--- config.mk ---
export PLATFORM = sky130hd
export DESIGN_NAME = oaht_mod_unit
export DESIGN_NICKNAME = d
export VERILOG_FILES = /design/src/rtl/core/open_addressing_hash_table_core_defines.svh /design/src/rtl/core/oaht_pkg.sv /design/src/rtl/core/oaht_mod_unit.sv
export SDC_FILE = /design/constraint.sdc
export NUM_CORES = 1
export LEC_CHECK = 0
export BUFFER_PORTS_ARGS = -buffer_cell sky130_fd_sc_hd__buf_4
export CAP_MARGIN = 10
export CORE_MARGIN = 10
export CORE_UTILIZATION = 38
export CTS_BUF_LIST = sky130_fd_sc_hd__clkbuf_4 sky130_fd_sc_hd__clkbuf_8 sky130_fd_sc_hd__clkbuf_16
export CTS_CLUSTER_DIAMETER = 150
export DETAILED_ROUTE_END_ITERATION = 8
export GPL_TIMING_DRIVEN = 0
export SYNTH_ARGS = -nofsm -noshare
export SYNTH_HDL_FRONTEND = slang
export SYNTH_SLANG_ARGS = --single-unit
--- constraint.sdc ---
create_clock -name clk -period 3.65 [get_ports clk]
set_clock_uncertainty 0.1 [all_clocks]
set_input_delay 0.73 -clock clk [delete_from_list [all_inputs] [get_ports clk]]
set_output_delay 0.73 -clock clk [all_outputs]
set_load 0.1 [all_outputs]
--- src/rtl/core/open_addressing_hash_table_core_defines.svh ---
// Assertion helpers shared by the table core.
`ifndef OPEN_ADDRESSING_HASH_TABLE_CORE_DEFINES_SVH
`define OPEN_ADDRESSING_HASH_TABLE_CORE_DEFINES_SVH

// same-cycle implication
`define OAHT_ASSERT_NOW(label, ante, cons, msg) \
    label: assert property (@(posedge clk) disable iff (!rst_n) (ante) |-> (cons)) \
        else $error(msg);

// next-cycle implication
`define OAHT_ASSERT_NEXT(label, ante, cons, msg) \
    label: assert property (@(posedge clk) disable iff (!rst_n) (ante) |=> (cons)) \
        else $error(msg);

`endif

--- src/rtl/core/oaht_pkg.sv ---
package oaht_pkg;

    localparam int TABLE_DEPTH = 1024;
    localparam int MAX_LEVEL   = 255;

    localparam int REQ_W      = 2;
    localparam int KEY_W      = 63;
    localparam int LEVEL_W    = 8;
    localparam int SLOT_W     = 10;
    localparam int PROBES_W   = 11;
    localparam int STATUS_W   = 2;
    localparam int CFG_IDX_W  = 2;
    localparam int CFG_DATA_W = 20;
    localparam int MODE_W     = 2;
    localparam int TSIZE_W    = 11;
    localparam int COEF_W     = 20;
    localparam int DIV_W      = 64;
    localparam int NBITS_W    = 7;

    localparam logic [REQ_W-1:0] REQ_INSERT = 2'd0;
    localparam logic [REQ_W-1:0] REQ_LOOKUP = 2'd1;
    localparam logic [REQ_W-1:0] REQ_CLOSE  = 2'd2;

    localparam logic [STATUS_W-1:0] STS_OK        = 2'd0;
    localparam logic [STATUS_W-1:0] STS_NOT_FOUND = 2'd1;
    localparam logic [STATUS_W-1:0] STS_REDECL    = 2'd2;
    localparam logic [STATUS_W-1:0] STS_OVERFLOW  = 2'd3;

    localparam logic [MODE_W-1:0] MODE_LINEAR = 2'd0;
    localparam logic [MODE_W-1:0] MODE_QUAD   = 2'd1;
    localparam logic [MODE_W-1:0] MODE_DOUBLE = 2'd2;

    localparam logic [CFG_IDX_W-1:0] CFG_MODE  = 2'd0;
    localparam logic [CFG_IDX_W-1:0] CFG_TSIZE = 2'd1;
    localparam logic [CFG_IDX_W-1:0] CFG_C1    = 2'd2;
    localparam logic [CFG_IDX_W-1:0] CFG_C2    = 2'd3;

    typedef enum logic [11:0] {
        ST_CLEAR     = 12'b000000000001,
        ST_IDLE      = 12'b000000000010,
        ST_MOD_H     = 12'b000000000100,
        ST_MOD_C1    = 12'b000000001000,
        ST_MOD_C2    = 12'b000000010000,
        ST_MOD_K     = 12'b000000100000,
        ST_MOD_P     = 12'b000001000000,
        ST_PROBE_RD  = 12'b000010000000,
        ST_PROBE_CHK = 12'b000100000000,
        ST_CLOSE     = 12'b001000000000,
        ST_RESP      = 12'b010000000000,
        ST_SPARE     = 12'b100000000000
    } state_t;

    // request to the remainder unit
    typedef struct packed {
        logic               req;
        logic [NBITS_W-1:0] nbits;
    } mu_ctl_t;

endpackage

--- src/rtl/core/oaht_mod_unit.sv ---
module oaht_mod_unit #(
    parameter int MW = 11
) (
    input  logic                       clk,
    input  logic                       rst_n,
    input  oaht_pkg::mu_ctl_t          ctl,
    input  logic [oaht_pkg::DIV_W-1:0] dividend,
    input  logic [MW-1:0]              divisor,
    output logic                       done,
    output logic [MW-1:0]              rem
);
    import oaht_pkg::*;

    logic               busy_reg;
    logic               done_reg;
    logic [NBITS_W-1:0] cnt_reg;
    logic [DIV_W-1:0]   sh_reg;
    logic [MW-1:0]      rem_reg;
    logic [MW:0]        trial;
    logic [MW:0]        diff;
    logic               load;

    // restoring remainder, one dividend bit per cycle, MSB first
    assign trial = {rem_reg, sh_reg[DIV_W-1]};
    assign diff  = trial - {1'b0, divisor};
    assign load  = ctl.req && !busy_reg && !done_reg;

    always_ff @(posedge clk or negedge rst_n)
    begin
        if (!rst_n)
        begin
            busy_reg <= 1'b0;
            done_reg <= 1'b0;
            cnt_reg  <= '0;
        end
        else
        begin
            done_reg <= 1'b0;
            if (busy_reg)
            begin
                cnt_reg <= cnt_reg - NBITS_W'(1);
                if (cnt_reg == NBITS_W'(1))
                begin
                    busy_reg <= 1'b0;
                    done_reg <= 1'b1;
                end
            end
            else if (load)
            begin
                busy_reg <= 1'b1;
                cnt_reg  <= ctl.nbits;
            end
        end
    end

    always_ff @(posedge clk)
    begin
        if (busy_reg)
        begin
            rem_reg <= (trial >= {1'b0, divisor}) ? diff[MW-1:0] : trial[MW-1:0];
            sh_reg  <= sh_reg << 1;
        end
        else if (load)
        begin
            rem_reg <= '0;
            sh_reg  <= dividend;
        end
    end

    assign done = done_reg;
    assign rem  = rem_reg;

endmodule

==> impl_metrics.yaml, run 1 <==
place:
  place.gp.congestion: 0.812
  dp_worst_setup_slack_ns: 0.624
  port_buffers: 96
  place_hpwl_um: 7980
clocking:
  cts_tree: "done"
  clock_tree.htree_level_count: 3
  cts_resized: 0
  clock_tree.root_cell: "sky130_fd_sc_hd__clkbuf_16"
  clock_latency_ns: 0.33
  clock_sinks: 84
  clock_tree.buffer_depth: 2
  cts.clk_slew.worst_paths_ns: 0.06
  post-cts-setup-buffer-count: 0
  cts_buffers: 9
  postCtsHoldBufs: 0
drt:
  wirelength_um: 10700
  drt_drc_violations_left: 0
  dr.first_iter.drc_count: 186
  routed_wire_length_per_instance_um: 14.9
  drt_pre_antenna_iters: 4
  ant_nets: 0
  vias_per_cell: 4.98
  vias: 3567
floorplan:
  dieArea_sq_um: 16400
  initial_core_util: 0.389
  number_of_standard_cell_rows_in_the_floorplan: 39
  die_width_um: 128
  floorplan.die.height_um: 128
  floorplan.core_area_sq_um: 11400
  boundaryPins: 97
sta:
  final.min_clock_period_ns: 2.67
  setup_viol_count_final: 0
  worst_pin_slew_ns: 0.490
  fin_hold_ws_ns: 0.119
  setup_repair_after_global_routing_missed_its_margin: "no"
  fmax_ghz: 0.375
  number_of_max_slew_violations_in_the_final_report: 0
  fin_crit_sh: 0.730
  timing.final.ws_setup_ns: 0.985
  timing.max_slew.rel_slack: 0.668
  hold_vio_cnt_final: 0
yosys:
  synthesis.yosys.warnings: 0
  ys_dominant_reg_cell: "sky130_fd_sc_hd__edfxtp_1"
  synth.yosys.seq_area_share: 0.555
  synthCells: 461
  edff_count_synth: 74
  synthesis.area_per_instance_sq_um: 9.64
  synthesis.area_sq_um: 4450
  async_flop_share: 0.107
  synth.ff_latch_count: 84
  syn_nets: 560
  synth.distinct_cells: 51
hold_path:
  hold_class: "in2async"
global_routing:
  grt_start_max_net_pins: 52
  globalRouteTotalUtil: 0.130
  grt_pass1_wl_um: 17800
  overflow: 0
  grt_antenna_before_repair: 0
  grt_pass1_vias: 3785
final_layout:
  largest_reg_flops: 64
  utilization: 0.498
  layout.area.seq_sq_um: 2470
  n_antenna_cell: 0
  filler_cell_count: 1085
  drive_above_1_share: 0.234
  multi_input_combinational_cell_area_sq_um: 1780
  area_growth_pct: 28.0
  num-nets-final: 668
pwr:
  cellPowerDensity_nw_per_um2: 837
  cellLeakagePower_nw: 2.48
  worst_ir_drop_vdd_uv: 738
setup_path:
  timing.critical_path.slowest_stage_cell: "sky130_fd_sc_hd__fa_1"
  worstSetupPathType: "in2reg"
  cp_max_fo: 10
  slowest_delay_ns: 0.40
  ff2ff_path_depth: 10
  critical_path_buf_inv_count: 2
  timing.critical_path.mode_cell: "sky130_fd_sc_hd__a21oi_4"
  crit_chain: "buf_4, ha_1, fa_1, nand2b_1, a21oi_4, o21ai_2, a21oi_4, buf_8, o21ai_1, a31oi_1"
  crit_path_start_kind: "input port"
  worst-endpoint-required_ns: 3.71
  cp_num_cells: 10
  critical_path.top_delay_family: "compound AO/OA/AOI/OAI gates"
  data_arrival_time_of_the_critical_path_ns: 2.72
  worst_setup_path_end_kind: "flop"
job:
  timing.max_cap.violations: 0
status:
  run_status: "finished clean"
[routing by layer]
metal	wire length, um	up-vias	part of all wire	track usage
li1	-	1832	-	-
met1	4960	1642	0.46	0.164
met2	4970	85	0.47	0.213
met3	670	8	0.063	0.0422
met4	76	0	0.0071	0.0278
met5	0	-	0	0
[stage by stage]
step	total power [mW]	TNS (ns)	cells	cell area (sq um)
final	4.76	0	716	5690
after global placement	3.78	-23.17	700	5350
after global routing	5.10	0	716	5690
after detailed placement	3.83	0	701	5380
after floorplan	3.34	0	461	4450
after CTS	4.80	0	716	5690
[layout make-up]
cell class,instances,share of cell area
sequential,84,0.434
multi-input combinational,330,0.313
timing repair buffer,97,0.131
tap,143,0.0314
buffer,26,0.0211
clock buffer,9,0.0396
inverter,21,0.0143
clock inverter,6,0.0158
[cells by family (layout without fill, tap and decap cells)]
| group | after synthesis | after routing | share of synthesized area |
|---|---|---|---|
| simple gates | 193 | 193 | 0.183 |
| compound gates | 114 | 114 | 0.157 |
| flops | 84 | 84 | 0.555 |
| buf+inv | 47 | 159 | 0.0448 |
| fa+ha+maj | 14 | 14 | 0.0411 |
| mux | 5 | 5 | 0.0113 |
| xor+xnor | 4 | 4 | 0.00788 |
[where the power goes]
group          total (mW)  internal [mW]  switching (mW)
clock network       0.956          0.596           0.360
logic                2.03          0.739            1.29
registers            1.78           1.58           0.195
total                4.76           2.92            1.84
[synth_stat cells, types with 3 or more instances]
cell type	instances	area, sq um
sky130_fd_sc_hd__nor2_2	4	25.0
sky130_fd_sc_hd__edfxtp_1	74	2220
sky130_fd_sc_hd__nor2_1	21	78.8
sky130_fd_sc_hd__inv_1	21	78.8
sky130_fd_sc_hd__a21oi_1	13	65.1
sky130_fd_sc_hd__mux2i_1	5	50.1
sky130_fd_sc_hd__a211oi_1	5	37.5
sky130_fd_sc_hd__nand3_1	4	20.0
sky130_fd_sc_hd__nand4_1	4	25.0
sky130_fd_sc_hd__dfrtp_1	9	225
sky130_fd_sc_hd__buf_2	6	30.0
sky130_fd_sc_hd__o21a_1	4	30.0
sky130_fd_sc_hd__o21ai_0	70	350
sky130_fd_sc_hd__clkbuf_1	16	60.1
sky130_fd_sc_hd__nor2b_1	4	25.0
sky130_fd_sc_hd__ha_1	13	163
sky130_fd_sc_hd__nor3_1	3	15.0
sky130_fd_sc_hd__nand2b_1	4	25.0
sky130_fd_sc_hd__nand2_1	136	510
sky130_fd_sc_hd__or3_1	4	25.0
[path summary, 6_finish.rpt]
path | from | endpoint | slack [ns]
max | divisor[0] | rem[9]$_SDFFCE_PN0P_ | 0.98
min | rst_n | cnt_reg[6]$_DFFE_PN0P_ | 0.12
max reg2reg | sh_reg[63]$_DFFE_PP_ | rem[9]$_SDFFCE_PN0P_ | 1.09
min reg2reg | sh_reg[0]$_SDFFE_PP0P_ | sh_reg[0]$_SDFFE_PP0P_ | 0.36
max in group asynchronous | rst_n | cnt_reg[5]$_DFFE_PN0P_ | 3.18
min in group clk | sh_reg[0]$_SDFFE_PP0P_ | sh_reg[0]$_SDFFE_PP0P_ | 0.36
[layout by cell type (no fill, tap or decap), types with 5 or more instances in the layout]
master / count
sky130_fd_sc_hd__clkbuf_1: 16
sky130_fd_sc_hd__nor2_1: 21
sky130_fd_sc_hd__mux2i_1: 5
sky130_fd_sc_hd__inv_1: 20
sky130_fd_sc_hd__clkbuf_16: 9
sky130_fd_sc_hd__nand2_1: 136
sky130_fd_sc_hd__edfxtp_1: 74
sky130_fd_sc_hd__a21oi_1: 13
sky130_fd_sc_hd__ha_1: 13
sky130_fd_sc_hd__buf_4: 97
sky130_fd_sc_hd__a211oi_1: 5
sky130_fd_sc_hd__dfrtp_1: 9
sky130_fd_sc_hd__buf_2: 6
sky130_fd_sc_hd__o21ai_0: 70
(Power assumes the default switching activity.)
==> run 2: changes to the inputs <==
ABC_AREA = 1   (was not set)
clock period = 2.54 ns   (was 3.65 ns; I/O delays follow)
==> run 2 against run 1 <==
- final cell count is 9.1% lower
- register-to-register slack got worse by 0.69 ns
- critical path type is now reg2reg
- non-clock buffer count decreased by 8
- synthesized cell count is 14% lower
- critical path depth increased by 4
- first-iteration DRC count decreased by 13%
- largest cell class unchanged
- sequential power is 3% lower
==> impl_metrics.yaml, run 2 <==
drt:
  vias: 3263
  vias_per_cell: 5.01
  dr.first_iter.drc_count: 162
  drt_drc_violations_left: 0
  wirelength_um: 10200
  routed_wire_length_per_instance_um: 15.6
  drt_pre_antenna_iters: 4
  ant_nets: 0
sta:
  fmax_ghz: 0.468
  timing.max_slew.rel_slack: 0.294
  hold_vio_cnt_final: 0
  setup_total_negative_slack_ns: 0
  number_of_max_slew_violations_in_the_final_report: 0
  final.min_clock_period_ns: 2.14
  fin_crit_sh: 0.842
  setup_viol_count_final: 0
  worst_pin_slew_ns: 1.06
  setup_repair_after_global_routing_missed_its_margin: "no"
yosys:
  yosys-top-cells-area: "sky130_fd_sc_hd__edfxtp_1 (52%), sky130_fd_sc_hd__a22o_1 (13%), sky130_fd_sc_hd__nand2_1 (6.3%)"
  synthesis.area_sq_um: 4250
  synth.yosys.seq_area_share: 0.580
  edff_count_synth: 74
  synthesis.area_per_instance_sq_um: 10.7
  synthCells: 398
  syn_nets: 497
  synthesis.yosys.warnings: 0
  synth.ff_latch_count: 84
  synth_largest_area_cell: "sky130_fd_sc_hd__edfxtp_1"
  synth_most_common_cell: "sky130_fd_sc_hd__edfxtp_1"
  ys_dominant_reg_cell: "sky130_fd_sc_hd__edfxtp_1"
  synthDominantCellAreaShare: 0.522
  netlist_top_cells_count: "sky130_fd_sc_hd__edfxtp_1 (74), sky130_fd_sc_hd__nand2_1 (71), sky130_fd_sc_hd__a22o_1 (62), sky130_fd_sc_hd__inv_1 (49), sky130_fd_sc_hd__nor2_1 (37)"
  synth.distinct_cells: 32
  async_flop_share: 0.107
setup_path:
  cp_max_fo: 10
  worst-endpoint-required_ns: 2.57
  crit_path_start_kind: "flop"
  worst_setup_path_end_kind: "flop"
  data_arrival_time_of_the_critical_path_ns: 2.16
  worstSetupPathType: "reg2reg"
clocking:
  clock_tree.htree_level_count: 3
  cts.clk_slew.worst_paths_ns: 0.09
  cts_resized: 0
  clock_tree.buffer_depth: 2
  cts_tree: "done"
  clock_sinks: 84
  cts_buffers: 9
  clock_latency_ns: 0.36
  clock_tree.root_cell: "sky130_fd_sc_hd__clkbuf_8"
final_layout:
  mostFrequentLayoutCell: "sky130_fd_sc_hd__buf_4"
  filler_cell_count: 1043
  num-nets-final: 605
  area_growth_pct: 26.4
  most-common-layout-cells: "sky130_fd_sc_hd__buf_4 (96), sky130_fd_sc_hd__edfxtp_1 (74), sky130_fd_sc_hd__nand2_1 (69)"
  largest_reg_flops: 64
  final_instance_count_excl_fillers: 651
  drive_above_1_share: 0.254
  utilization: 0.494
  n_antenna_cell: 0
pwr:
  cellPowerDensity_nw_per_um2: 888
  total_power_mw: 4.78
  power.clock.fraction: 0.199
  netSwitchingPower_mw: 2.01
  switching_share: 0.421
  seq_power_share: 0.362
  power.combinational.fraction: 0.439
  cellLeakagePower_nw: 2.55
  cellInternalPower_mw: 2.76
  worst_ir_drop_vdd_uv: 563
global_routing:
  overflow: 0
  grt_pass1_wl_um: 16800
  grt_antenna_before_repair: 0
  grt_start_max_net_pins: 83
  globalRouteTotalUtil: 0.128
  grt_pass1_vias: 3456
floorplan:
  boundaryPins: 97
  number_of_standard_cell_rows_in_the_floorplan: 38
  floorplan.core_area_sq_um: 10900
  dieArea_sq_um: 15800
  die_width_um: 126
  initial_core_util: 0.391
  floorplan.die.height_um: 126
hold_path:
  hold_class: "in2reg"
place:
  dpl.cell_count: 634
  port_buffers: 96
  place_hpwl_um: 7390
  place.gp.congestion: 0.813
job:
  timing.max_cap.violations: 0
status:
  run_status: "finished clean"
[run 2: cell types whose count changed in the layout (fill, tap and decap cells not counted), sizes merged, moves of 5 or more]
cell,change
inv,+32
nand2,-62
o21ai,-59
a22o,+62
nand3,+12
nor2,+12
a211oi,-7
o211ai,+6
a21oi,-10
mux2i,-5
[run 2: metrics by stage]
step	hold slack (ns)	cell area [sq um]	setup slack, ns
after floorplan	0.112	4280	0.0245
after global placement	0.242	5170	0.123
after detailed placement	0.242	5170	0.114
after CTS	0.247	5380	0.383
after global routing	0.273	5380	0.190
final	0.270	5380	0.402
[run 2: path summary, 6_finish.rpt]
path                                        start                endpoint  slack (ns)  depth (start not counted)
max                          sh_reg[63]$_DFFE_PP_    rem[2]$_SDFFCE_PN0P_        0.40                         14
min                                   dividend[0]  sh_reg[0]$_SDFFE_PP0P_        0.27                          3
max reg2reg                  sh_reg[63]$_DFFE_PP_    rem[2]$_SDFFCE_PN0P_        0.40                         14
min reg2reg                sh_reg[0]$_SDFFE_PP0P_  sh_reg[0]$_SDFFE_PP0P_        0.37                          2
max in group asynchronous                   rst_n          done$_DFF_PN0_        1.76                          2
min in group asynchronous                   rst_n  cnt_reg[1]$_DFFE_PN0P_        0.44                          2
[run 2: repair_timing]
action	4_1_cts	5_1_grt
setup buffers	0	0
hold buffers	1	0
endpoints found under the hold margin	9	0
[run 2: cell families (layout without fill, tap and decap cells)]
family	Yosys count	in the layout	synth area share
flip-flops	84	84	0.580
XOR/XNOR	3	3	0.00618
AO/OA/AOI/OAI	89	89	0.167
AND/OR/NAND/NOR	138	138	0.139
adder cells (fa/ha/maj)	14	14	0.0429
buffers and inverters	70	183	0.0644
[run 2: power groups by stage]
stage	combinational [mW]	clock [mW]	sequential, mW
after detailed placement	2.10	0	1.76
after global placement	2.09	0	1.76
final	2.10	0.953	1.73
after global routing	2.31	1.04	1.74
after CTS	2.11	0.993	1.73
after floorplan	0.968	0	2.41
[run 2: routing by layer]
layer	global-route usage	part of all wire	up-vias
li1	-	-	1635
met1	0.164	0.48	1545
met2	0.202	0.46	75
met3	0.0407	0.057	8
met4	0.0362	0.0090	0
met5	0	0	-
[run 2: area by class of cell]
class                      instances  area, sq um  area share
buffer                            18         78.8      0.0147
clock buffer                      11          139      0.0258
clock inverter                     5         51.3     0.00954
inverter                          52          195      0.0363
multi-input combinational        244         1540       0.286
sequential                        84         2470       0.459
tap                              140          175      0.0326
timing repair buffer              97          731       0.136
[run 2: critical path, stage by stage, from the launching register on]
cell and delay (ns):
sky130_fd_sc_hd__edfxtp_1 0.35, sky130_fd_sc_hd__inv_1 0.04, sky130_fd_sc_hd__ha_1 0.20, sky130_fd_sc_hd__fa_2 0.36, sky130_fd_sc_hd__inv_1 0.09, sky130_fd_sc_hd__nand2_1 0.07, sky130_fd_sc_hd__nand2_2 0.10, sky130_fd_sc_hd__nand2_4 0.06
sky130_fd_sc_hd__nand2_2 0.06, sky130_fd_sc_hd__nand2_2 0.07, sky130_fd_sc_hd__nand3_4 0.10, sky130_fd_sc_hd__buf_6 0.17, sky130_fd_sc_hd__nand2_2 0.05, sky130_fd_sc_hd__nand2_1 0.05, sky130_fd_sc_hd__nor2_1 0.04
